<file path="src/rtl/glpf_pkg.sv">
`timescale 1ns / 1ps
// glpf_pkg: shared constants and types of the grid local peak finder.
// No dependencies; used by the interfaces, the cells, the judge and the top level.

package glpf_pkg;

    // configuration port geometry
    localparam int CFG_IDX_W  = 2;
    localparam int CFG_DATA_W = 11;
    localparam int ROWS_CFG_W = 11;
    localparam int COLS_CFG_W = 6;

    // result field widths
    localparam int ROW_OUT_W  = 10;
    localparam int COL_OUT_W  = 5;

    typedef enum logic [CFG_IDX_W-1:0] {
        CFG_FRAME_ROWS = 2'd0,
        CFG_FRAME_COLS = 2'd1
    } cfg_reg_t;

    // edit applied by a ring cell to the neighbor data it takes in
    typedef struct packed {
        logic wr_pix;
        logic bank;
        logic wr_flag;
        logic flag_val;
    } cell_edit_t;

    localparam cell_edit_t EDIT_NONE = '{wr_pix: 1'b0, bank: 1'b0,
                                         wr_flag: 1'b0, flag_val: 1'b0};

    // which neighbors exist around the pixels being judged
    typedef struct packed {
        logic has_up;
        logic has_up2;
        logic has_left;
        logic has_left2;
        logic has_right;
    } judge_ctx_t;

    typedef struct packed {
        logic above_ok;
        logic left_ok;
        logic cur_ok;
    } judge_t;

endpackage

</file>
<file path="src/rtl/glpf_ifs.sv">
`timescale 1ns / 1ps
// glpf_pixel_if and glpf_peak_if: valid/ready channels of the peak finder.
// Depends on glpf_pkg for the result field widths.

interface glpf_pixel_if #(
    parameter int PIXEL_BITS = 16
);
    logic                         valid;
    logic                         ready;
    logic signed [PIXEL_BITS-1:0] pixel;

    modport source (output valid, output pixel, input ready);
    modport sink   (input valid, input pixel, output ready);
endinterface

interface glpf_peak_if;
    logic                              valid;
    logic                              ready;
    logic [glpf_pkg::ROW_OUT_W-1:0]    peak_row;
    logic [glpf_pkg::COL_OUT_W-1:0]    peak_col;
    logic                              run_last;

    modport source (output valid, output peak_row, output peak_col, output run_last,
                    input ready);
    modport sink   (input valid, input peak_row, input peak_col, input run_last,
                    output ready);
endinterface

</file>
<file path="src/rtl/grid_local_peak_finder.sv">
`timescale 1ns / 1ps
// grid_local_peak_finder: 2-D 4-neighbor local-maximum detector, top level.
// Depends on glpf_pkg, glpf_ifs (channel interfaces), glpf_cell and glpf_judge.
//
//   port        | kind                  | direction | transaction payload
//   ------------+-----------------------+-----------+-----------------------------------
//   pixels      | valid/ready           | in        | pixel (signed, PIXEL_BITS)
//   peaks       | valid/ready           | out       | peak_row[9:0] peak_col[4:0] run_last
//   cfg_*       | write enable, no wait | in        | cfg_index -> frame_rows/frame_cols
//
// Flow: one pixel per cycle inside a row while no peak waits for a busy output register.
// At a row end the column ring rotates back to column 0. At the frame's final pixel the
// ring realigns to column 0, then scans the bottom-row flags of all MAX_COLS columns,
// then flushes the held result.
// Reset: async active low; counters, flags, FSM and config go to their reset values.
// The line store pixels have no reset and need no clearing pass.
// Stalls: a single output register plus one hold slot. pixels.ready is a registered
// state decode; a peak that finds the output register busy parks in the hold slot and
// the input pauses in the flush state until peaks.ready frees the register. In the
// flag scan a set flag waits while both the hold slot and the output register are full.

module grid_local_peak_finder #(
    parameter int MAX_COLS   = 32,
    parameter int MAX_ROWS   = 1024,
    parameter int PIXEL_BITS = 16
) (
    input  logic                                clk,
    input  logic                                rst_n,
    glpf_pixel_if.sink                          pixels,
    glpf_peak_if.source                         peaks,
    input  logic                                cfg_we,
    input  logic [glpf_pkg::CFG_IDX_W-1:0]      cfg_index,
    input  logic [glpf_pkg::CFG_DATA_W-1:0]     cfg_data
);

    localparam int COL_W      = $clog2(MAX_COLS);
    localparam int ROW_W      = $clog2(MAX_ROWS);
    localparam int ROWS_CFG_W = glpf_pkg::ROWS_CFG_W;
    localparam int COLS_CFG_W = glpf_pkg::COLS_CFG_W;
    localparam int ROW_OUT_W  = glpf_pkg::ROW_OUT_W;
    localparam int COL_OUT_W  = glpf_pkg::COL_OUT_W;
    localparam int TAIL       = MAX_COLS - 1;   // ring slot holding column c-1
    localparam int PREV2      = MAX_COLS - 2;   // ring slot holding column c-2

    typedef enum logic [2:0] {
        ST_IDLE,
        ST_ALIGN_ROW,
        ST_ALIGN_FRAME,
        ST_SCAN,
        ST_FLUSH
    } state_t;

    // ------------------------------------------------------------------
    // Configuration registers, clamped into range at write time
    // ------------------------------------------------------------------
    logic [ROWS_CFG_W-1:0] frame_rows_reg;
    logic [ROWS_CFG_W-1:0] frame_rows_next;
    logic [COLS_CFG_W-1:0] frame_cols_reg;
    logic [COLS_CFG_W-1:0] frame_cols_next;
    logic [ROWS_CFG_W-1:0] rows_wr;
    logic [COLS_CFG_W-1:0] cols_wr;
    logic [ROWS_CFG_W-1:0] rows_clamped;
    logic [COLS_CFG_W-1:0] cols_clamped;

    assign rows_wr = cfg_data[ROWS_CFG_W-1:0];
    assign cols_wr = cfg_data[COLS_CFG_W-1:0];

    assign rows_clamped = (rows_wr == '0) ? ROWS_CFG_W'(1) :
                          (rows_wr > ROWS_CFG_W'(MAX_ROWS)) ? ROWS_CFG_W'(MAX_ROWS) : rows_wr;
    assign cols_clamped = (cols_wr == '0) ? COLS_CFG_W'(1) :
                          (cols_wr > COLS_CFG_W'(MAX_COLS)) ? COLS_CFG_W'(MAX_COLS) : cols_wr;

    always_comb
    begin
        frame_rows_next = frame_rows_reg;
        frame_cols_next = frame_cols_reg;
        if (cfg_we)
        begin
            unique case (cfg_index)
                glpf_pkg::CFG_FRAME_ROWS: frame_rows_next = rows_clamped;
                glpf_pkg::CFG_FRAME_COLS: frame_cols_next = cols_clamped;
                default:                  ;
            endcase
        end
    end

    always_ff @(posedge clk or negedge rst_n)
    begin
        if (!rst_n)
        begin
            frame_rows_reg <= ROWS_CFG_W'(1);
            frame_cols_reg <= COLS_CFG_W'(1);
        end
        else
        begin
            frame_rows_reg <= frame_rows_next;
            frame_cols_reg <= frame_cols_next;
        end
    end

    // ------------------------------------------------------------------
    // Sequencer registers
    // ------------------------------------------------------------------
    state_t                state_reg;
    state_t                state_next;
    logic [ROW_W-1:0]      row_reg;        // row of the next pixel
    logic [ROW_W-1:0]      row_next;
    logic [COL_W-1:0]      head_reg;       // column held by ring slot 0
    logic [COL_W-1:0]      head_next;
    logic [ROW_W-1:0]      burst_row_reg;
    logic [ROW_W-1:0]      burst_row_next;
    logic                  hold_valid_reg; // result waiting for its run_last decision
    logic                  hold_valid_next;
    logic [ROW_W-1:0]      hold_row_reg;
    logic [ROW_W-1:0]      hold_row_next;
    logic [COL_W-1:0]      hold_col_reg;
    logic [COL_W-1:0]      hold_col_next;
    logic                  out_valid_reg;
    logic                  out_valid_next;
    logic [ROW_OUT_W-1:0]  out_row_reg;
    logic [ROW_OUT_W-1:0]  out_row_next;
    logic [COL_OUT_W-1:0]  out_col_reg;
    logic [COL_OUT_W-1:0]  out_col_next;
    logic                  out_last_reg;
    logic                  out_last_next;

    // ------------------------------------------------------------------
    // Column ring: slot j holds column (head + j) mod MAX_COLS, both row banks
    // and the bottom-row peak flag. Every rotation moves slot j+1 into slot j.
    // ------------------------------------------------------------------
    logic signed [PIXEL_BITS-1:0] cell_b0 [MAX_COLS];
    logic signed [PIXEL_BITS-1:0] cell_b1 [MAX_COLS];
    logic [MAX_COLS-1:0]          cell_flag;
    logic                         ring_shift;
    glpf_pkg::cell_edit_t         edit_tail;   // applied to the head as it wraps to the tail
    glpf_pkg::cell_edit_t         edit_prev;   // applied to column c-1 as it moves up
    logic signed [PIXEL_BITS-1:0] pix;

    assign pix = pixels.pixel;

    for (genvar j = 0; j < MAX_COLS; j++)
    begin : g_ring
        localparam int NXT = (j + 1) % MAX_COLS;
        glpf_pkg::cell_edit_t edit_j;

        if (j == TAIL)
        begin : g_tail
            assign edit_j = edit_tail;
        end
        else if (j == PREV2)
        begin : g_prev
            assign edit_j = edit_prev;
        end
        else
        begin : g_plain
            assign edit_j = glpf_pkg::EDIT_NONE;
        end

        glpf_cell #(
            .PIXEL_BITS (PIXEL_BITS)
        ) u_cell (
            .clk      (clk),
            .rst_n    (rst_n),
            .shift    (ring_shift),
            .edit     (edit_j),
            .wr_data  (pix),
            .nbr_b0   (cell_b0[NXT]),
            .nbr_b1   (cell_b1[NXT]),
            .nbr_flag (cell_flag[NXT]),
            .b0       (cell_b0[j]),
            .b1       (cell_b1[j]),
            .flag     (cell_flag[j])
        );
    end

    // ------------------------------------------------------------------
    // Neighbor window and verdicts. Bank row_reg[0] holds row r (and r-2),
    // the other bank holds row r-1.
    // ------------------------------------------------------------------
    logic                         cur_bank;
    logic                         row_end;
    logic                         last_row;
    logic                         head_wrap;
    logic [COL_W-1:0]             head_inc;
    logic                         out_free;
    logic signed [PIXEL_BITS-1:0] w_up;
    logic signed [PIXEL_BITS-1:0] w_up2;
    logic signed [PIXEL_BITS-1:0] w_up_left;
    logic signed [PIXEL_BITS-1:0] w_up_right;
    logic signed [PIXEL_BITS-1:0] w_left;
    logic signed [PIXEL_BITS-1:0] w_left2;
    glpf_pkg::judge_ctx_t         ctx;
    glpf_pkg::judge_t             verdict;

    assign cur_bank   = row_reg[0];
    assign w_up       = cur_bank ? cell_b0[0]     : cell_b1[0];
    assign w_up2      = cur_bank ? cell_b1[0]     : cell_b0[0];
    assign w_up_right = cur_bank ? cell_b0[1]     : cell_b1[1];
    assign w_up_left  = cur_bank ? cell_b0[TAIL]  : cell_b1[TAIL];
    assign w_left     = cur_bank ? cell_b1[TAIL]  : cell_b0[TAIL];
    assign w_left2    = cur_bank ? cell_b1[PREV2] : cell_b0[PREV2];

    assign row_end   = (COLS_CFG_W'(head_reg) + COLS_CFG_W'(1)) >= frame_cols_reg;
    assign last_row  = (ROWS_CFG_W'(row_reg) + ROWS_CFG_W'(1)) >= frame_rows_reg;
    assign head_wrap = (head_reg == COL_W'(TAIL));
    assign head_inc  = head_wrap ? '0 : head_reg + COL_W'(1);
    assign out_free  = !out_valid_reg || peaks.ready;

    assign ctx.has_up    = (row_reg != '0);
    assign ctx.has_up2   = (row_reg > ROW_W'(1));
    assign ctx.has_left  = (head_reg != '0);
    assign ctx.has_left2 = (head_reg > COL_W'(1));
    assign ctx.has_right = !row_end;

    glpf_judge #(
        .PIXEL_BITS (PIXEL_BITS)
    ) u_judge (
        .ctx      (ctx),
        .pix      (pix),
        .up       (w_up),
        .up2      (w_up2),
        .up_left  (w_up_left),
        .up_right (w_up_right),
        .left     (w_left),
        .left2    (w_left2),
        .verdict  (verdict)
    );

    // ------------------------------------------------------------------
    // Sequencer
    // ------------------------------------------------------------------
    always_comb
    begin
        state_next      = state_reg;
        row_next        = row_reg;
        head_next       = head_reg;
        burst_row_next  = burst_row_reg;
        hold_valid_next = hold_valid_reg;
        hold_row_next   = hold_row_reg;
        hold_col_next   = hold_col_reg;
        out_valid_next  = out_valid_reg && !peaks.ready;
        out_row_next    = out_row_reg;
        out_col_next    = out_col_reg;
        out_last_next   = out_last_reg;
        ring_shift      = 1'b0;
        edit_tail       = glpf_pkg::EDIT_NONE;
        edit_prev       = glpf_pkg::EDIT_NONE;

        unique case (state_reg)
            ST_IDLE:
            begin
                if (pixels.valid)
                begin
                    ring_shift         = 1'b1;
                    head_next          = head_inc;
                    // store the pixel, update bottom-row flags of columns c-1 and c
                    edit_tail.wr_pix   = 1'b1;
                    edit_tail.bank     = cur_bank;
                    edit_tail.wr_flag  = last_row && row_end;
                    edit_tail.flag_val = verdict.cur_ok;
                    edit_prev.wr_flag  = last_row && ctx.has_left;
                    edit_prev.flag_val = verdict.left_ok;

                    if (row_end && last_row)
                    begin
                        // frame end: above result waits in hold, burst follows
                        hold_valid_next = verdict.above_ok;
                        hold_row_next   = row_reg - ROW_W'(1);
                        hold_col_next   = head_reg;
                        burst_row_next  = row_reg;
                        row_next        = '0;
                        state_next      = head_wrap ? ST_SCAN : ST_ALIGN_FRAME;
                    end
                    else
                    begin
                        if (verdict.above_ok && out_free)
                        begin
                            out_valid_next = 1'b1;
                            out_row_next   = ROW_OUT_W'(row_reg - ROW_W'(1));
                            out_col_next   = COL_OUT_W'(head_reg);
                            out_last_next  = 1'b1;
                        end
                        else if (verdict.above_ok)
                        begin
                            hold_valid_next = 1'b1;
                            hold_row_next   = row_reg - ROW_W'(1);
                            hold_col_next   = head_reg;
                        end

                        if (row_end)
                        begin
                            row_next = row_reg + ROW_W'(1);
                        end

                        if (row_end && !head_wrap)
                        begin
                            state_next = ST_ALIGN_ROW;
                        end
                        else if (verdict.above_ok && !out_free)
                        begin
                            state_next = ST_FLUSH;
                        end
                    end
                end
            end

            ST_ALIGN_ROW:
            begin
                ring_shift = 1'b1;
                head_next  = head_inc;
                if (head_wrap)
                begin
                    state_next = hold_valid_reg ? ST_FLUSH : ST_IDLE;
                end
            end

            ST_ALIGN_FRAME:
            begin
                ring_shift = 1'b1;
                head_next  = head_inc;
                if (head_wrap)
                begin
                    state_next = ST_SCAN;
                end
            end

            ST_SCAN:
            begin
                // a set flag with a pending hold needs the output register free
                if (!(cell_flag[0] && hold_valid_reg && !out_free))
                begin
                    ring_shift         = 1'b1;
                    head_next          = head_inc;
                    edit_tail.wr_flag  = 1'b1;
                    edit_tail.flag_val = 1'b0;
                    if (cell_flag[0])
                    begin
                        if (hold_valid_reg)
                        begin
                            out_valid_next = 1'b1;
                            out_row_next   = ROW_OUT_W'(hold_row_reg);
                            out_col_next   = COL_OUT_W'(hold_col_reg);
                            out_last_next  = 1'b0;
                        end
                        hold_valid_next = 1'b1;
                        hold_row_next   = burst_row_reg;
                        hold_col_next   = head_reg;
                    end
                    if (head_wrap)
                    begin
                        state_next = ST_FLUSH;
                    end
                end
            end

            ST_FLUSH:
            begin
                if (!hold_valid_reg)
                begin
                    state_next = ST_IDLE;
                end
                else if (out_free)
                begin
                    out_valid_next  = 1'b1;
                    out_row_next    = ROW_OUT_W'(hold_row_reg);
                    out_col_next    = COL_OUT_W'(hold_col_reg);
                    out_last_next   = 1'b1;
                    hold_valid_next = 1'b0;
                    state_next      = ST_IDLE;
                end
            end

            default:
            begin
                state_next = ST_IDLE;
            end
        endcase
    end

    always_ff @(posedge clk or negedge rst_n)
    begin
        if (!rst_n)
        begin
            state_reg      <= ST_IDLE;
            row_reg        <= '0;
            head_reg       <= '0;
            hold_valid_reg <= 1'b0;
            out_valid_reg  <= 1'b0;
            burst_row_reg  <= '0;
            hold_row_reg   <= '0;
            hold_col_reg   <= '0;
            out_row_reg    <= '0;
            out_col_reg    <= '0;
            out_last_reg   <= 1'b0;
        end
        else
        begin
            state_reg      <= state_next;
            row_reg        <= row_next;
            head_reg       <= head_next;
            hold_valid_reg <= hold_valid_next;
            out_valid_reg  <= out_valid_next;
            burst_row_reg  <= burst_row_next;
            hold_row_reg   <= hold_row_next;
            hold_col_reg   <= hold_col_next;
            out_row_reg    <= out_row_next;
            out_col_reg    <= out_col_next;
            out_last_reg   <= out_last_next;
        end
    end

    assign pixels.ready   = (state_reg == ST_IDLE);
    assign peaks.valid    = out_valid_reg;
    assign peaks.peak_row = out_row_reg;
    assign peaks.peak_col = out_col_reg;
    assign peaks.run_last = out_last_reg;

    // ------------------------------------------------------------------
    // Assertions
    // ------------------------------------------------------------------
    a_idle_hold_empty: assert property (@(posedge clk) disable iff (!rst_n)
        (state_reg == ST_IDLE) |-> !hold_valid_reg)
        else $error("hold slot occupied while taking pixels");

    a_align_not_home: assert property (@(posedge clk) disable iff (!rst_n)
        (state_reg == ST_ALIGN_ROW || state_reg == ST_ALIGN_FRAME) |-> (head_reg != '0))
        else $error("ring realignment ran past column 0");

    a_scan_clears_flags: assert property (@(posedge clk) disable iff (!rst_n)
        ($past(state_reg) == ST_SCAN && state_reg == ST_FLUSH) |-> (cell_flag == '0))
        else $error("bottom-row flags left set after the burst scan");

    a_row_in_range: assert property (@(posedge clk) disable iff (!rst_n)
        row_reg <= ROW_W'(MAX_ROWS - 1))
        else $error("row counter beyond the largest frame");

endmodule

</file>
<file path="src/rtl/glpf_cell.sv">
`timescale 1ns / 1ps
// glpf_cell: one column slot of the rotating line-store ring (two row banks + bottom flag).
// Depends on glpf_pkg (cell_edit_t).

module glpf_cell #(
    parameter int PIXEL_BITS = 16
) (
    input  logic                         clk,
    input  logic                         rst_n,
    input  logic                         shift,
    input  glpf_pkg::cell_edit_t         edit,
    input  logic signed [PIXEL_BITS-1:0] wr_data,
    input  logic signed [PIXEL_BITS-1:0] nbr_b0,
    input  logic signed [PIXEL_BITS-1:0] nbr_b1,
    input  logic                         nbr_flag,
    output logic signed [PIXEL_BITS-1:0] b0,
    output logic signed [PIXEL_BITS-1:0] b1,
    output logic                         flag
);

    logic signed [PIXEL_BITS-1:0] b0_reg;
    logic signed [PIXEL_BITS-1:0] b0_next;
    logic signed [PIXEL_BITS-1:0] b1_reg;
    logic signed [PIXEL_BITS-1:0] b1_next;
    logic                         flag_reg;
    logic                         flag_next;

    always_comb
    begin
        b0_next   = b0_reg;
        b1_next   = b1_reg;
        flag_next = flag_reg;
        if (shift)
        begin
            b0_next   = nbr_b0;
            b1_next   = nbr_b1;
            flag_next = nbr_flag;
            if (edit.wr_pix && !edit.bank)
            begin
                b0_next = wr_data;
            end
            if (edit.wr_pix && edit.bank)
            begin
                b1_next = wr_data;
            end
            if (edit.wr_flag)
            begin
                flag_next = edit.flag_val;
            end
        end
    end

    always_ff @(posedge clk or negedge rst_n)
    begin
        if (!rst_n)
        begin
            flag_reg <= 1'b0;
        end
        else
        begin
            flag_reg <= flag_next;
        end
    end

    // pixel banks: undefined until written
    always_ff @(posedge clk)
    begin
        b0_reg <= b0_next;
        b1_reg <= b1_next;
    end

    assign b0   = b0_reg;
    assign b1   = b1_reg;
    assign flag = flag_reg;

endmodule

</file>
<file path="src/rtl/glpf_judge.sv">
`timescale 1ns / 1ps
// glpf_judge: 4-neighbor comparisons for the pixel above, the bottom-row left
// neighbor and the current bottom-row pixel. Depends on glpf_pkg.

module glpf_judge #(
    parameter int PIXEL_BITS = 16
) (
    input  glpf_pkg::judge_ctx_t         ctx,
    input  logic signed [PIXEL_BITS-1:0] pix,
    input  logic signed [PIXEL_BITS-1:0] up,
    input  logic signed [PIXEL_BITS-1:0] up2,
    input  logic signed [PIXEL_BITS-1:0] up_left,
    input  logic signed [PIXEL_BITS-1:0] up_right,
    input  logic signed [PIXEL_BITS-1:0] left,
    input  logic signed [PIXEL_BITS-1:0] left2,
    output glpf_pkg::judge_t             verdict
);

    always_comb
    begin
        // pixel above the incoming one now has all its neighbors
        verdict.above_ok = ctx.has_up && (up >= pix)
                           && !(ctx.has_up2   && (up < up2))
                           && !(ctx.has_left  && (up < up_left))
                           && !(ctx.has_right && (up < up_right));
        // bottom row, left neighbor: its right neighbor is the incoming pixel
        verdict.left_ok  = (left >= pix)
                           && !(ctx.has_up    && (left < up_left))
                           && !(ctx.has_left2 && (left < left2));
        // bottom row, last column: incoming pixel has no right neighbor
        verdict.cur_ok   = !(ctx.has_up   && (pix < up))
                           && !(ctx.has_left && (pix < left));
    end

endmodule
</file>
<file path="src/flat_wrapper.sv">
// flat-port wrapper written by rule: the top's interface ports become plain ports
module grid_local_peak_finder_flat 
#(
    parameter int MAX_COLS   = 32,
    parameter int MAX_ROWS   = 1024,
    parameter int PIXEL_BITS = 16
)
  (clk, rst_n, cfg_we, cfg_index, cfg_data, pixels_valid, pixels_pixel, pixels_ready, peaks_valid, peaks_peak_row, peaks_peak_col, peaks_run_last, peaks_ready);
  glpf_pixel_if #(.PIXEL_BITS(PIXEL_BITS)) pixels_i ();
  glpf_peak_if peaks_i ();
  input  logic clk;
  input  logic rst_n;
  input  logic cfg_we;
  input  logic [glpf_pkg::CFG_IDX_W-1:0] cfg_index;
  input  logic [glpf_pkg::CFG_DATA_W-1:0] cfg_data;
  input wire logic [$bits(pixels_i.valid)-1:0] pixels_valid;
  input wire logic [$bits(pixels_i.pixel)-1:0] pixels_pixel;
  output wire logic [$bits(pixels_i.ready)-1:0] pixels_ready;
  output wire logic [$bits(peaks_i.valid)-1:0] peaks_valid;
  output wire logic [$bits(peaks_i.peak_row)-1:0] peaks_peak_row;
  output wire logic [$bits(peaks_i.peak_col)-1:0] peaks_peak_col;
  output wire logic [$bits(peaks_i.run_last)-1:0] peaks_run_last;
  input wire logic [$bits(peaks_i.ready)-1:0] peaks_ready;
  assign pixels_i.valid = pixels_valid;
  assign pixels_i.pixel = pixels_pixel;
  assign pixels_ready = pixels_i.ready;
  assign peaks_valid = peaks_i.valid;
  assign peaks_peak_row = peaks_i.peak_row;
  assign peaks_peak_col = peaks_i.peak_col;
  assign peaks_run_last = peaks_i.run_last;
  assign peaks_i.ready = peaks_ready;
  grid_local_peak_finder #(.MAX_COLS(MAX_COLS), .MAX_ROWS(MAX_ROWS), .PIXEL_BITS(PIXEL_BITS)) u_core (.clk(clk), .rst_n(rst_n), .pixels(pixels_i), .peaks(peaks_i), .cfg_we(cfg_we), .cfg_index(cfg_index), .cfg_data(cfg_data));
endmodule
</file>
<file path="config.mk">
export PLATFORM = sky130hd
export DESIGN_NAME = grid_local_peak_finder_flat
export DESIGN_NICKNAME = d
export VERILOG_FILES = /design/src/rtl/glpf_pkg.sv /design/src/rtl/glpf_ifs.sv /design/src/rtl/grid_local_peak_finder.sv /design/src/rtl/glpf_cell.sv /design/src/rtl/glpf_judge.sv /design/src/flat_wrapper.sv
export SDC_FILE = /design/constraint.sdc
export NUM_CORES = 1
export LEC_CHECK = 0
export BUFFER_PORTS_ARGS = -buffer_cell sky130_fd_sc_hd__buf_4
export CORE_MARGIN = 2
export CORE_UTILIZATION = 45
export CTS_CLUSTER_SIZE = 24
export DETAILED_ROUTE_END_ITERATION = 8
export PLACE_DENSITY_LB_ADDON = 0.15
export SLEW_MARGIN = 10
export SYNTH_ARGS = -nofsm -noshare
export SYNTH_HDL_FRONTEND = slang
export SYNTH_HIERARCHICAL = 1
export SYNTH_SLANG_ARGS = --single-unit
export TNS_END_PERCENT = 30
</file>
<file path="constraint.sdc">
create_clock -name clk -period 23.9 [get_ports clk]
set_input_delay 4.78 -clock clk [delete_from_list [all_inputs] [get_ports clk]]
set_output_delay 4.78 -clock clk [all_outputs]
set_load 0.005 [all_outputs]
</file>
==> metrics.md <==
| Metric | Value |
|---|---|
| Outcome | complete, no violations |
| Unrepaired setup endpoints after global routing | false |
| Row cnt | 128 |
| Setup CP Type | input port to flop |
| Leak | ~24 nW |
| Pwr Density | 121 nW/um^2 |
| Vias in the first global route | approximately 30000 |
| CTS Buf Count | 130 |
| Starting density of the core | roughly 45% |
| # hold bufs at CTS | 0 |
| Largest family of logic cells by synthesized area | multiplexers |
| Total power | 7.43 mW |
| Most common library cell in the layout ignoring fill and taps | edfxtp_1 |
| Worst-path fanout max | 20 |
| R2R Setup Slk | approximately 18000 ps |
| Initial antenna violation count | 3 |
| Crit-path cells | buf_4 -> inv_1 -> ha_1 -> and3_1 -> nand3_1 -> or4_4 -> and3_1 -> a311oi_1 -> and4b_1 -> a21oi_1 -> or4_1 -> o2bb2ai_1 -> a31oi_4 -> mux2_2 |
| Hold endpoint | u_core/frame_rows_reg[0] |
| Clock skew | around 25 ps |
| Tmin final | about 8500 ps |
| GR Util All Layers | between 10% and 20% |
| Synth top area cells | edfxtp_1 56%, mux2_2 17%, mux2_4 9.0% |
| R2R depth | 14 |
| Share of post-route cells with drive strength above 1 | between 40% and 50% |
| Worst skew pair latency | ~750 ps |
| Crit path largest cell delay | slightly below 700 ps |
| Crit-path most repeated cell | and3_1 |
| CP max stage cell | a31oi_4 |
| Nets | 3715 |
| Synth Area in XOR/XNOR | 0.319% |
| Hold Vio Cnt, Final | 0 |
| Post-synthesis mux area share | a little over a quarter |
| Worst Tran Pin Value | 1190 ps |
| Synth async-reset ratio | 9.70% |
| Slew HR | about a fifth |
| Post-route ant nets | 0 |
| CTS Root Cell | clkbuf_16 |
| Die Ht | between 300 and 400 um |
| DRC | 0 |
| Gr ovfl total | 0 |
| DR iter-0 viols | 2359 |
| HP Start | u_core/frame_rows_reg[0] |
| Io pins | 52 |
| Total Wirelength | 121000 um |
| Capturing element type of the critical path | flop |
| CTS tree | built |
| Fin crit share | between 30% and 40% |
| Final hold slack | 473 ps |
| Post-synth EDFFs | ~1000 |
| Synth Area in Simple Gates | approximately 3.1% |
| Pre-Repair DR Iteration Count | 5 |
| Avg Cell Area, Syn | between 15 and 20 sq um |
| Final slew viol count | 0 |
| Commonest cells after routing, fill and taps aside | 1024 x edfxtp_1, 817 x mux2_2, 329 x mux2_4 |
| Synth Area in Compound Gates | around 2.5% |
| Hold Path Stages | 2 |
| CP Data Arrival Time | approximately 9000 ps |
| Cells after Synth | around 3300 |
| Average wire per standard cell | between 20 and 25 um |
| Final TNS setup | 0 ps |
| Synth Area in Adders | ~3% |
| Peak VDD IR | about 0.097 mV |
| Final Util | about half |
| Synth area leader | edfxtp_1 |
| Worst hold path class | flop to flop |
| H-tree depth | 4 |
| Port Buffer Count | ~50 |
| Core area | ~120000 sq um |
| Max-Cap Viols | 0 |
| Largest net degree at the start of global routing | 192 |
| CTS Buffer Depth | 3 |
| Post-route non-filler standard cell count | around 5300 |
| Post-synth top area share | between 50% and 60% |
| Critical Path Source Type | input port |
| CP required | around 25000 ps |
| Reg2reg end | u_core/peaks.peak_col[2] |
| GPL Wtd Cong | roughly 0.87 |
| Number of synthesized register bits | about 1100 |
| First-pass GRT wire length | 185000 um |
| Post-CTS setup buffers | 0 |
| Area Overhead vs Synth | 11.5% |
| Die X | about 350 um |
| Cell variety after synth | between 70 and 80 |
| Top FF cell, synth | edfxtp_1 |
| DP Cell Count | 5042 |
| Final setup vio count | 0 |
| Worst R2R Start | u_core/row_reg[0] |
| # fillers | approximately 10000 |
| Synth Warn # | 6 |
| CTS resizes | 0 |
| Synth Cell Area | 54900 sq um |
| Fmax | around 120 MHz |
| Die area | roughly 120000 sq um |
| Clock sinks | 1134 |
| Via count | 28601 |
| DPL Wire Length | ~72000 um |
| Clock transition at the registers of the reported paths | about 60 ps |
| Routed vias/inst | 5.42 |
| Post-synthesis sequential area ratio | between 60 and 70% |
through the flow:
stage | area (sq um) | setup WS, ps
after floorplan | 55600 | 1860
after global placement | 57000 | 14690
after detailed placement | 57000 | 14620
after CTS | 61200 | 15430
after global routing | 61200 | 15120
final | 61200 | 15380
layout make-up:
type | count | area (sq um) | share of cell area [%]
antenna | 1 | 2.50 | 0.00409
clock buffer | 162 | 3470 | 5.67
clock inverter | 71 | 708 | 1.16
inverter | 119 | 450 | 0.736
multi-input combinational | 2073 | 20300 | 33.2
sequential | 1134 | 33500 | 54.7
tap | 1625 | 2030 | 3.32
timing repair buffer | 91 | 721 | 1.18
worst max-delay path: cells and delay by family:
kind / cells / cell delay, ps
AOI/OAI and AO/OA: 4 / 1480
adders and majority gates: 1 / 290
buffers and inverters: 2 / 380
muxes: 1 / 420
and+or+nand+nor: 6 / 1760
cell families (layout without fill, tap and decap cells):
| group | count (synthesis) | count (layout) |
|---|---|---|
| AND/OR/NAND/NOR | 322 | 322 |
| AO/OA/AOI/OAI | 215 | 215 |
| flip-flops | 1134 | 1134 |
| adder cells (fa/ha/maj) | 133 | 133 |
| buffers and inverters | 250 | 443 |
| XOR/XNOR | 20 | 20 |
| multiplexers | 1199 | 1199 |
| other | 1 | 185 |
how the worst max path moves through the flow:
stage | start | end | slack [ps] | depth (start not counted)
2_1_floorplan | peaks_ready | u_core/g_ring[0].u_cell/b0[0] | 1860 | 5
3_3_place_gp | pixels_pixel[0] | u_core/peaks.peak_col[4] | 14690 | 14
3_5_place_dp | pixels_pixel[0] | u_core/peaks.peak_col[2] | 14620 | 14
4_1_cts | pixels_pixel[0] | u_core/peaks.peak_col[2] | 15430 | 14
5_1_grt | peaks_ready | u_core/g_ring[15].u_cell/b1[15] | 15120 | 8
6_report | pixels_pixel[0] | u_core/peaks.peak_col[2] | 15380 | 14
power by group:
part / internal (mW) / switching (mW) / total, mW
Combinational: 0.934 / 1.10 / 2.03
Sequential: 3.14 / 0.301 / 3.44
Clock: 1.15 / 0.812 / 1.96
layer usage:
metal  global-route usage, %  vias up  wire length, um
met3                    3.20      205             5180
met1                    27.1    14703            55700
met5                       0        -                0
met2                    30.7      683            57100
met4                    5.91        0             2950
li1                        -    13010                -
synthesized netlist by cell type (all sizes together) (8+ instances only):
| master | instances |
|---|---|
| a21o | 19 |
| a21oi | 67 |
| a22o | 8 |
| a31oi | 8 |
| and3 | 10 |
| and4 | 10 |
| buf | 106 |
| clkbuf | 25 |
| dfrtp | 108 |
| edfxtp | 1024 |
| ha | 132 |
| inv | 119 |
| mux2 | 1164 |
| mux2i | 35 |
| nand2 | 117 |
| nand2b | 53 |
| nand3 | 23 |
| nand4 | 10 |
| nor2 | 56 |
| nor3 | 10 |
| o21ai | 63 |
| xnor2 | 14 |
Note: power is estimated with default switching activity, not from simulation.
